--- config.mk ---
export PLATFORM = sky130hd
export DESIGN_NAME = decimal_expression_calculator_unit
export DESIGN_NICKNAME = d
export VERILOG_FILES = /design/src/hdl/dxc_pkg.sv /design/src/hdl/dxc_front.sv /design/src/hdl/dxc_queue.sv /design/src/hdl/dxc_back.sv /design/src/hdl/decimal_expression_calculator_unit.sv
export SDC_FILE = /design/constraint.sdc
export NUM_CORES = 2
export LEC_CHECK = 0
export BUFFER_PORTS_ARGS = -buffer_cell sky130_fd_sc_hd__buf_2
export CORE_MARGIN = 2
export CORE_UTILIZATION = 44
export CTS_BUF_LIST = sky130_fd_sc_hd__clkbuf_8
export DETAILED_ROUTE_END_ITERATION = 10
export HOLD_SLACK_MARGIN = 0.05
export PLACE_DENSITY = 0.63
export SYNTH_ARGS = -nofsm -noshare
export SYNTH_HDL_FRONTEND = slang
export SYNTH_HIERARCHICAL = 1
export SYNTH_SLANG_ARGS = --single-unit
--- constraint.sdc ---
create_clock -name clk -period 18.65 [get_ports clk]
set_input_delay 1.865 -clock clk [delete_from_list [all_inputs] [get_ports clk]]
set_output_delay 1.865 -clock clk [all_outputs]
set_load 0.02 [all_outputs]
--- src/hdl/dxc_pkg.sv ---
// Shared types and constants of the decimal expression calculator.
// Used by dxc_front, dxc_queue, dxc_back and the top level; no dependencies.
package dxc_pkg;

  // Status codes of a result transaction
  localparam logic [2:0] ST_OK         = 3'd0;
  localparam logic [2:0] ST_BAD_FIRST  = 3'd1;
  localparam logic [2:0] ST_NO_OP      = 3'd2;
  localparam logic [2:0] ST_BAD_OP     = 3'd3;
  localparam logic [2:0] ST_BAD_SECOND = 3'd4;
  localparam logic [2:0] ST_TRAILING   = 3'd5;
  localparam logic [2:0] ST_MATH       = 3'd6;

  // Operator codes
  localparam logic [1:0] OP_ADD = 2'd0;
  localparam logic [1:0] OP_SUB = 2'd1;
  localparam logic [1:0] OP_MUL = 2'd2;

  // Character codes
  localparam logic [7:0] CH_PLUS  = 8'h2B;
  localparam logic [7:0] CH_MINUS = 8'h2D;
  localparam logic [7:0] CH_STAR  = 8'h2A;
  localparam logic [7:0] CH_SPACE = 8'h20;
  localparam logic [7:0] CH_0     = 8'h30;
  localparam logic [7:0] CH_9     = 8'h39;

  typedef struct packed {
    logic [7:0] char_code;
    logic       end_of_line;
  } char_item_t;

  typedef struct packed {
    logic [63:0] result_value;
    logic [2:0]  status;
  } result_item_t;

  // One parsed line, handed from the parser to the execution unit
  typedef struct packed {
    logic [63:0] operand_a;
    logic [63:0] operand_b;
    logic [1:0]  op;
    logic [2:0]  status;
  } job_t;

  typedef struct packed {
    logic full;
    logic empty;
  } q_status_t;

endpackage

--- src/hdl/dxc_front.sv ---
// Character parser of the calculator: phase machine, checked digit accumulation.
// Depends on dxc_pkg; feeds parsed lines into dxc_queue.
module dxc_front import dxc_pkg::*; #(
  parameter int unsigned MAX_DIGITS = 20
) (
  input  logic       clk,
  input  logic       rst,
  input  logic       char_valid,
  output logic       char_stall,
  input  char_item_t char_item,
  input  q_status_t  q_stat,
  output logic       push,
  output job_t       push_job
);

  localparam int unsigned CntW = $clog2(MAX_DIGITS + 1);

  typedef enum logic [2:0] {
    PH_START,
    PH_NUM1,
    PH_AFTER1,
    PH_AFTEROP,
    PH_NUM2,
    PH_TRAIL
  } phase_t;

  phase_t          phase, phase_next;
  logic [63:0]     acc, acc_next;
  logic [CntW-1:0] cnt, cnt_next;
  logic [63:0]     first_op, first_op_next;
  logic [1:0]      op_code, op_code_next;
  logic [2:0]      err, err_next;

  logic            accept;
  logic [7:0]      c;
  logic [7:0]      c_off;
  logic            digit_hit;
  logic            is_space;
  logic            is_op;
  logic [1:0]      op_val;
  logic [67:0]     mac;
  logic            digit_ok;
  logic [2:0]      fin_status;

  assign char_stall = q_stat.full;
  assign accept     = char_valid && !q_stat.full;
  assign c          = char_item.char_code;
  assign c_off      = c - CH_0;
  assign digit_hit  = (c >= CH_0) && (c <= CH_9);
  assign is_space   = (c == CH_SPACE);

  // acc * 10 + d, with four guard bits to catch anything above 2^64-1
  assign mac = {acc, 3'b000} + {2'b00, acc, 1'b0} + {64'd0, c_off[3:0]};
  assign digit_ok = (cnt < CntW'(MAX_DIGITS)) && (mac[67:64] == 4'd0);

  always_comb begin
    unique case (c)
      CH_PLUS: begin
        is_op  = 1'b1;
        op_val = OP_ADD;
      end
      CH_MINUS: begin
        is_op  = 1'b1;
        op_val = OP_SUB;
      end
      CH_STAR: begin
        is_op  = 1'b1;
        op_val = OP_MUL;
      end
      default: begin
        is_op  = 1'b0;
        op_val = OP_ADD;
      end
    endcase
  end

  always_comb begin
    if (err != ST_OK) begin
      fin_status = err;
    end else begin
      unique case (phase) inside
        PH_START:            fin_status = ST_BAD_FIRST;
        PH_NUM1, PH_AFTER1:  fin_status = ST_NO_OP;
        PH_AFTEROP:          fin_status = ST_BAD_SECOND;
        default:             fin_status = ST_OK;
      endcase
    end
  end

  assign push_job = '{operand_a: first_op, operand_b: acc, op: op_code, status: fin_status};

  always_comb begin
    phase_next    = phase;
    acc_next      = acc;
    cnt_next      = cnt;
    first_op_next = first_op;
    op_code_next  = op_code;
    err_next      = err;
    push          = 1'b0;
    if (accept) begin
      if (char_item.end_of_line) begin
        // Hand the line over and start afresh
        push          = 1'b1;
        phase_next    = PH_START;
        acc_next      = '0;
        cnt_next      = '0;
        first_op_next = '0;
        op_code_next  = OP_ADD;
        err_next      = ST_OK;
      end else if (err == ST_OK) begin
        unique case (phase)
          PH_START: begin
            if (digit_hit) begin
              acc_next   = {60'd0, c_off[3:0]};
              cnt_next   = CntW'(1);
              phase_next = PH_NUM1;
            end else if (!is_space) begin
              err_next = ST_BAD_FIRST;
            end
          end
          PH_NUM1: begin
            if (digit_hit) begin
              if (digit_ok) begin
                acc_next = mac[63:0];
                cnt_next = cnt + CntW'(1);
              end else begin
                err_next = ST_BAD_FIRST;
              end
            end else begin
              first_op_next = acc;
              acc_next      = '0;
              cnt_next      = '0;
              phase_next    = PH_AFTER1;
              if (!is_space) begin
                if (is_op) begin
                  op_code_next = op_val;
                  phase_next   = PH_AFTEROP;
                end else begin
                  err_next = ST_BAD_OP;
                end
              end
            end
          end
          PH_AFTER1: begin
            if (!is_space) begin
              if (is_op) begin
                op_code_next = op_val;
                phase_next   = PH_AFTEROP;
              end else begin
                err_next = ST_BAD_OP;
              end
            end
          end
          PH_AFTEROP: begin
            if (digit_hit) begin
              acc_next   = {60'd0, c_off[3:0]};
              cnt_next   = CntW'(1);
              phase_next = PH_NUM2;
            end else if (!is_space) begin
              err_next = ST_BAD_SECOND;
            end
          end
          PH_NUM2: begin
            if (digit_hit) begin
              if (digit_ok) begin
                acc_next = mac[63:0];
                cnt_next = cnt + CntW'(1);
              end else begin
                err_next = ST_BAD_SECOND;
              end
            end else if (is_space) begin
              phase_next = PH_TRAIL;
            end else begin
              err_next = ST_TRAILING;
            end
          end
          default: begin
            if (!is_space) err_next = ST_TRAILING;
          end
        endcase
      end
    end
  end

  always_ff @(posedge clk) begin
    if (rst) begin
      phase    <= PH_START;
      acc      <= '0;
      cnt      <= '0;
      first_op <= '0;
      op_code  <= OP_ADD;
      err      <= ST_OK;
    end else begin
      phase    <= phase_next;
      acc      <= acc_next;
      cnt      <= cnt_next;
      first_op <= first_op_next;
      op_code  <= op_code_next;
      err      <= err_next;
    end
  end

endmodule

--- src/hdl/dxc_queue.sv ---
// Two-entry queue of parsed lines between parser and execution unit.
// Depends on dxc_pkg.
module dxc_queue import dxc_pkg::*; (
  input  logic      clk,
  input  logic      rst,
  input  logic      push,
  input  job_t      push_job,
  input  logic      pop,
  output job_t      pop_job,
  output q_status_t q_stat
);

  job_t head_job;
  job_t spare_job;
  logic head_vld;
  logic spare_vld;

  assign pop_job      = head_job;
  assign q_stat.full  = spare_vld;
  assign q_stat.empty = !head_vld;

  always_ff @(posedge clk) begin
    if (rst) begin
      head_vld  <= 1'b0;
      spare_vld <= 1'b0;
    end else begin
      if (pop) begin
        if (spare_vld) begin
          head_job <= spare_job;
          if (push) begin
            spare_job <= push_job;
          end else begin
            spare_vld <= 1'b0;
          end
        end else if (push) begin
          head_job <= push_job;
        end else begin
          head_vld <= 1'b0;
        end
      end else if (push) begin
        if (!head_vld) begin
          head_job <= push_job;
          head_vld <= 1'b1;
        end else begin
          spare_job <= push_job;
          spare_vld <= 1'b1;
        end
      end
    end
  end

  a_no_push_full: assert property (@(posedge clk) disable iff (rst) push |-> !q_stat.full)
    else $error("push into full queue");
  a_no_pop_empty: assert property (@(posedge clk) disable iff (rst) pop |-> !q_stat.empty)
    else $error("pop from empty queue");
  a_fill_order: assert property (@(posedge clk) disable iff (rst) spare_vld |-> head_vld)
    else $error("spare entry held without head entry");

endmodule

--- src/hdl/dxc_back.sv ---
// Execution unit: checked add, subtract and a four-step 32x32 multiply.
// Depends on dxc_pkg; pulls parsed lines from dxc_queue and drives the result register.
module dxc_back import dxc_pkg::*; (
  input  logic         clk,
  input  logic         rst,
  input  q_status_t    q_stat,
  input  job_t         pop_job,
  output logic         pop,
  output logic         res_valid,
  input  logic         res_stall,
  output result_item_t res_item
);

  localparam logic [2:0] MulIssue = 3'd4;
  localparam logic [2:0] MulDone  = 3'd5;

  typedef enum logic {
    B_IDLE,
    B_MUL
  } back_state_t;

  back_state_t  state;
  logic [63:0]  ma;
  logic [63:0]  mb;
  logic [2:0]   step;
  logic [63:0]  pp;
  logic [1:0]   pp_sh;
  logic         pp_vld;
  logic [127:0] prod;

  logic         out_free;
  logic         direct;
  logic         res_load;
  logic [64:0]  sum65;
  logic [64:0]  dif65;
  result_item_t direct_res;
  result_item_t mul_res;
  logic [31:0]  mul_x;
  logic [31:0]  mul_y;

  assign out_free = !res_valid || !res_stall;
  assign pop      = (state == B_IDLE) && !q_stat.empty && out_free;
  assign direct   = (pop_job.status != ST_OK) || (pop_job.op != OP_MUL);
  assign res_load = ((state == B_IDLE) && pop && direct) ||
                    ((state == B_MUL) && (step == MulDone) && out_free);

  assign sum65 = {1'b0, pop_job.operand_a} + {1'b0, pop_job.operand_b};
  assign dif65 = {1'b0, pop_job.operand_a} - {1'b0, pop_job.operand_b};

  always_comb begin
    direct_res = '{result_value: 64'd0, status: ST_MATH};
    if (pop_job.status != ST_OK) begin
      direct_res.status = pop_job.status;
    end else begin
      unique case (pop_job.op)
        OP_ADD: if (!sum65[64]) direct_res = '{result_value: sum65[63:0], status: ST_OK};
        OP_SUB: if (!dif65[64]) direct_res = '{result_value: dif65[63:0], status: ST_OK};
        default: direct_res = '{result_value: 64'd0, status: ST_MATH};
      endcase
    end
  end

  // Step bit 0 picks the half of a, bit 1 the half of b
  assign mul_x = step[0] ? ma[63:32] : ma[31:0];
  assign mul_y = step[1] ? mb[63:32] : mb[31:0];

  always_comb begin
    if (prod[127:64] != 64'd0) begin
      mul_res = '{result_value: 64'd0, status: ST_MATH};
    end else begin
      mul_res = '{result_value: prod[63:0], status: ST_OK};
    end
  end

  always_ff @(posedge clk) begin
    if (rst) begin
      state     <= B_IDLE;
      res_valid <= 1'b0;
      step      <= '0;
      pp_vld    <= 1'b0;
    end else begin
      // Load a finished result, or drop the one just taken
      if (res_load) begin
        res_valid <= 1'b1;
      end else if (!res_stall) begin
        res_valid <= 1'b0;
      end
      pp_vld <= (state == B_MUL) && (step < MulIssue);
      unique case (state)
        B_IDLE: begin
          if (pop) begin
            if (direct) begin
              res_item <= direct_res;
            end else begin
              state <= B_MUL;
              ma    <= pop_job.operand_a;
              mb    <= pop_job.operand_b;
              step  <= '0;
              prod  <= '0;
            end
          end
        end
        B_MUL: begin
          if (step < MulIssue) begin
            pp    <= mul_x * mul_y;
            pp_sh <= {1'b0, step[0]} + {1'b0, step[1]};
          end
          if (pp_vld) prod <= prod + ({64'd0, pp} << {pp_sh, 5'b00000});
          if (step != MulDone) begin
            step <= step + 3'd1;
          end else if (out_free) begin
            res_item <= mul_res;
            state    <= B_IDLE;
          end
        end
        default: state <= B_IDLE;
      endcase
    end
  end

  a_err_zero: assert property (@(posedge clk) disable iff (rst)
      res_valid && (res_item.status != ST_OK) |-> res_item.result_value == 64'd0)
    else $error("error result carries a nonzero value");
  a_mul_stays: assert property (@(posedge clk) disable iff (rst)
      (state == B_MUL) && (step != MulDone) |=> state == B_MUL)
    else $error("multiply left before its last step");
  a_mul_delivers: assert property (@(posedge clk) disable iff (rst)
      (state == B_MUL) && (step == MulDone) && out_free |=> res_valid && (state == B_IDLE))
    else $error("finished product not delivered");

endmodule

--- src/hdl/decimal_expression_calculator_unit.sv ---
// Decimal expression calculator, top level.
// Depends on dxc_pkg, dxc_front, dxc_queue and dxc_back.
//
// Usage: the char channel (char_valid/char_stall/char_item) carries one character
// transaction per cycle; a transaction with end_of_line set closes the line and
// causes exactly one res transaction (res_valid/res_stall/res_item) holding the
// 64-bit sum, difference or product, or a status code with a zero value.
// Throughput: one character per cycle. The parser stalls only while the
// two-line queue is full, i.e. while the execution unit works on earlier lines.
// From the terminator to res_valid an add, subtract or error result passes the
// queue register and then the result register; a multiply also steps through the
// multiply state (four 32x32 partial products, each registered and then summed
// into a 128-bit product). The shared multiplier takes no new line until it is done.
// When the receiver asserts res_stall the result register holds; the queue
// absorbs two more lines, after which char_stall rises.
// Reset (rst, synchronous, active high) drops queued lines and any pending
// result and returns the parser to the start of a line. No clearing pass.
module decimal_expression_calculator_unit import dxc_pkg::*; #(
  parameter int unsigned MAX_DIGITS = 20
) (
  input  logic         clk,
  input  logic         rst,
  input  logic         char_valid,
  output logic         char_stall,
  input  char_item_t   char_item,
  output logic         res_valid,
  input  logic         res_stall,
  output result_item_t res_item
);

  // Parser to queue
  logic      push;
  job_t      push_job;
  // Queue to execution unit
  logic      pop;
  job_t      pop_job;
  q_status_t q_stat;

  // Front: classify characters, accumulate numbers, push one job per line
  dxc_front #(
    .MAX_DIGITS(MAX_DIGITS)
  ) u_front (
    .clk       (clk),
    .rst       (rst),
    .char_valid(char_valid),
    .char_stall(char_stall),
    .char_item (char_item),
    .q_stat    (q_stat),
    .push      (push),
    .push_job  (push_job)
  );

  // Decouple parser and execution so each can stall on its own
  dxc_queue u_queue (
    .clk     (clk),
    .rst     (rst),
    .push    (push),
    .push_job(push_job),
    .pop     (pop),
    .pop_job (pop_job),
    .q_stat  (q_stat)
  );

  // Back: run the checked arithmetic and hold the result until taken
  dxc_back u_back (
    .clk      (clk),
    .rst      (rst),
    .q_stat   (q_stat),
    .pop_job  (pop_job),
    .pop      (pop),
    .res_valid(res_valid),
    .res_stall(res_stall),
    .res_item (res_item)
  );

endmodule
==> results.ini <==
[status]
status=complete, no violations

[logic_synthesis]
yosysTopAreaCell=edfxtp_1
synth_top_cell_area_share_pct=23.5
synth_cell_type_count=104
ys_top_cells_by_count=nor2_1, inv_1, fa_1, nand2_1, edfxtp_1
ys_top_cells_by_area=edfxtp_1, fa_1, ha_1
yosysSeqAreaShare_pct=27.0
synth_ff_type=edfxtp_1
yosys_warnings=6
async_reset_ff_share_pct=0
ys_ff_latch=804
syn-num-nets=10400
synth_area_mm2=0.0838
syn_inst=8789
synth_edf_count=655
syn_area_per_cell_um2=9.54
yosysMostFrequentCell=nor2_1

[clocking]
htreeDepth=4
clk_pin_slew_worst_paths_ns=0.06
clock_path_buffers=3
root_buffer=clkbuf_8
ctsResizeCount=0
cts.sinks=804
postCtsSetupBuffers=0
hold_buffers=0
cts_tree=done
clk-insertion-delay-late_ns=0.95
cts_inserted_buffers=149

[place]
dpl.cell_count=11000
hpwl_um=239000
io_buffer_count=81
dp_worst_setup_slack_ns=8.89
gp_congestion=0.989
dpl_cell_area_mm2=0.0866

[floorplanning]
die_y_um=441
fp.dieW_um=441
core_region_area_mm2=0.190
die-area_mm2=0.194
start_util_pct=44.2
design.portCount=82
rows=160

[global_routing]
grt_overflow_total=0
grt_max_degree=95
grt_pass1_wl_um=444000
antenna_found_initial=6
track_usage_pct=31.0
grt_pass1_vias=67200

[sta]
rsz0062_at_grt=false
slew_viol_final=0
fin_crit_ns=9.96
final.period_utilization_pct=53.4
setup_tns_ns=0
setup_viol=0
max_freq_mhz=100
fin_ws_ns=8.69
finalHoldViolCount=0
worst_slew_margin_rel_pct=19.1
worstMarginPinSlew_ns=1.20
clock_skew_ns=0.102
timing.hold.ws_ns=0.452

[hold_path]
min_path_type=flip-flop to flip-flop
holdCritStartpoint=u_front/first_op[42]

[drt]
drtIter0Drc=6469
vias_per_cell=5.95
drt_first_pass_iters=7
detail-route-antenna-nets=0
wl_um=303000
drc=0
wire_per_inst_um=26.8
vias=67300

[setup_path]
reg2reg_slack_ns=8.69
critPathLaunchType=flip-flop
cp.required_ns=19.26
critPathLaunch=u_back/step[0]
worst_setup_path_end_kind=flip-flop
r2r-start=u_back/step[0]
worstSetupPathType=flip-flop to flip-flop
crit_arrival_ns=10.58
crit_path_max_fanout=59

[finish]
drive_gt1_share_pct=8.21
nFillCells=17900
nNetsFinal=10200
layout.cells.non_filler=11300
area_growth_pct=7.03
multiInputGateArea_mm2=0.0557
seq_area_mm2=0.0227
finalInstanceArea_mm2=0.0897

[power]
p_int_mw=3.50
p_sw_mw=1.85
p_clk_share_pct=34.0
p_seq_share_pct=38.1
vdd_drop_max_uv=65.8
sw_frac_of_total_pct=34.5
power_density_mw_per_mm2=59.5
p_leak_nw=39.8
power_frac_comb_pct=27.9

[run]
cap_violations=0

-- stage by stage --
stage,utilization (%),total power [mW]
floorplan,-,3.03
detailed placement,45.6,3.54
CTS,47.3,5.37
finish,47.3,5.34
global route,47.3,5.57
global placement,45.6,3.54
-- flip-flops by register name, indices dropped and copies added (netlist names), 2 cells and up --
name and count:
u_queue/pop_job 133, u_queue/spare_job 133, u_back/prod 128, u_back/res_item 67, u_back/ma 64, u_back/mb 64, u_back/pp 64, u_front/acc 64
u_front/first_op 64, u_front/cnt 5, u_back/step 3, u_front/err 3, u_front/phase 3, u_back/pp_sh 2, u_front/op_code 2
-- power by group through the flow --
stage	Clock [mW]	Combinational [mW]	Sequential [mW]
floorplan	0	0.970	2.06
global placement	0	1.47	2.07
detailed placement	0	1.46	2.07
CTS	1.86	1.47	2.04
global route	1.94	1.60	2.04
finish	1.82	1.49	2.04
-- layer usage --
| metal | wire, µm | global-route usage, % | share of wire [%] |
|---|---|---|---|
| met1 | 123000 | 40.9 | 41 |
| met3 | 23300 | 5.34 | 7.7 |
| met4 | 21300 | 18.6 | 7.0 |
| met2 | 135000 | 47.9 | 45 |
| met5 | 13 | 0 | 0.0043 |
-- worst max-delay path, stage by stage (launching register included) --
cell	delay, ns
dfxtp_4	0.45
buf_4	0.84
mux2_2	0.79
nand2_1	0.20
fa_1	0.57
fa_1	0.55
fa_1	0.51
fa_1	0.51
inv_1	0.05
fa_1	0.56
fa_1	0.43
fa_1	0.48
inv_1	0.07
fa_1	0.48
inv_1	0.05
ha_1	0.40
a21o_1	0.20
a21o_1	0.17
a21oi_1	0.31
a21oi_1	0.12
o22ai_1	0.18
a31oi_1	0.12
a221oi_1	0.41
o21ai_0	0.22
a21oi_1	0.24
nor2b_1	0.29
o21ai_0	0.16
xor2_1	0.18
-- cell type report --
cell class	count	share of cell area, %
Multi-Input combinational cell	6477	62.0
Sequential cell	804	25.2
Inverter	1051	4.40
Tap cell	2511	3.50
Clock buffer	158	2.42
Timing Repair Buffer	184	1.32
Clock inverter	117	1.06
Antenna cell	4	0.0112
-- cell families (layout without fill, tap and decap cells) --
logic type / count (synthesis) / count (layout) / share of synthesized area (%)
buffers and inverters: 1508 / 1510 / 7.01
XOR/XNOR: 266 / 266 / 2.78
AND/OR/NAND/NOR: 2584 / 2584 / 13.9
multiplexers: 299 / 299 / 4.08
AO/OA/AOI/OAI: 1779 / 1779 / 14.1
flip-flops: 804 / 804 / 27.0
other: 0 / 4 / 0
adder cells (fa/ha/maj): 1549 / 1549 / 31.2
-- layout by cell type, fill, tap and decap left out, types with 136 or more instances in the layout --
cell,netlist,final
inv_1,1049,1097
nor2_1,1068,1067
fa_1,901,901
nand2_1,760,760
edfxtp_1,655,655
ha_1,648,648
a21oi_1,557,555
o21ai_0,276,276
a21o_1,206,205
clkbuf_8,0,158
xnor2_1,156,156
dfxtp_1,149,147
mux2_2,136,136
-- path summary, 6_finish.rpt --
kind | endpoint | cells past startpoint
min reg2reg | u_queue/spare_job[111] | 0
min | u_queue/spare_job[111] | 0
max | u_back/pp[56] | 27
max reg2reg | u_back/pp[56] | 27
Power figures use the tool's default switching activity.
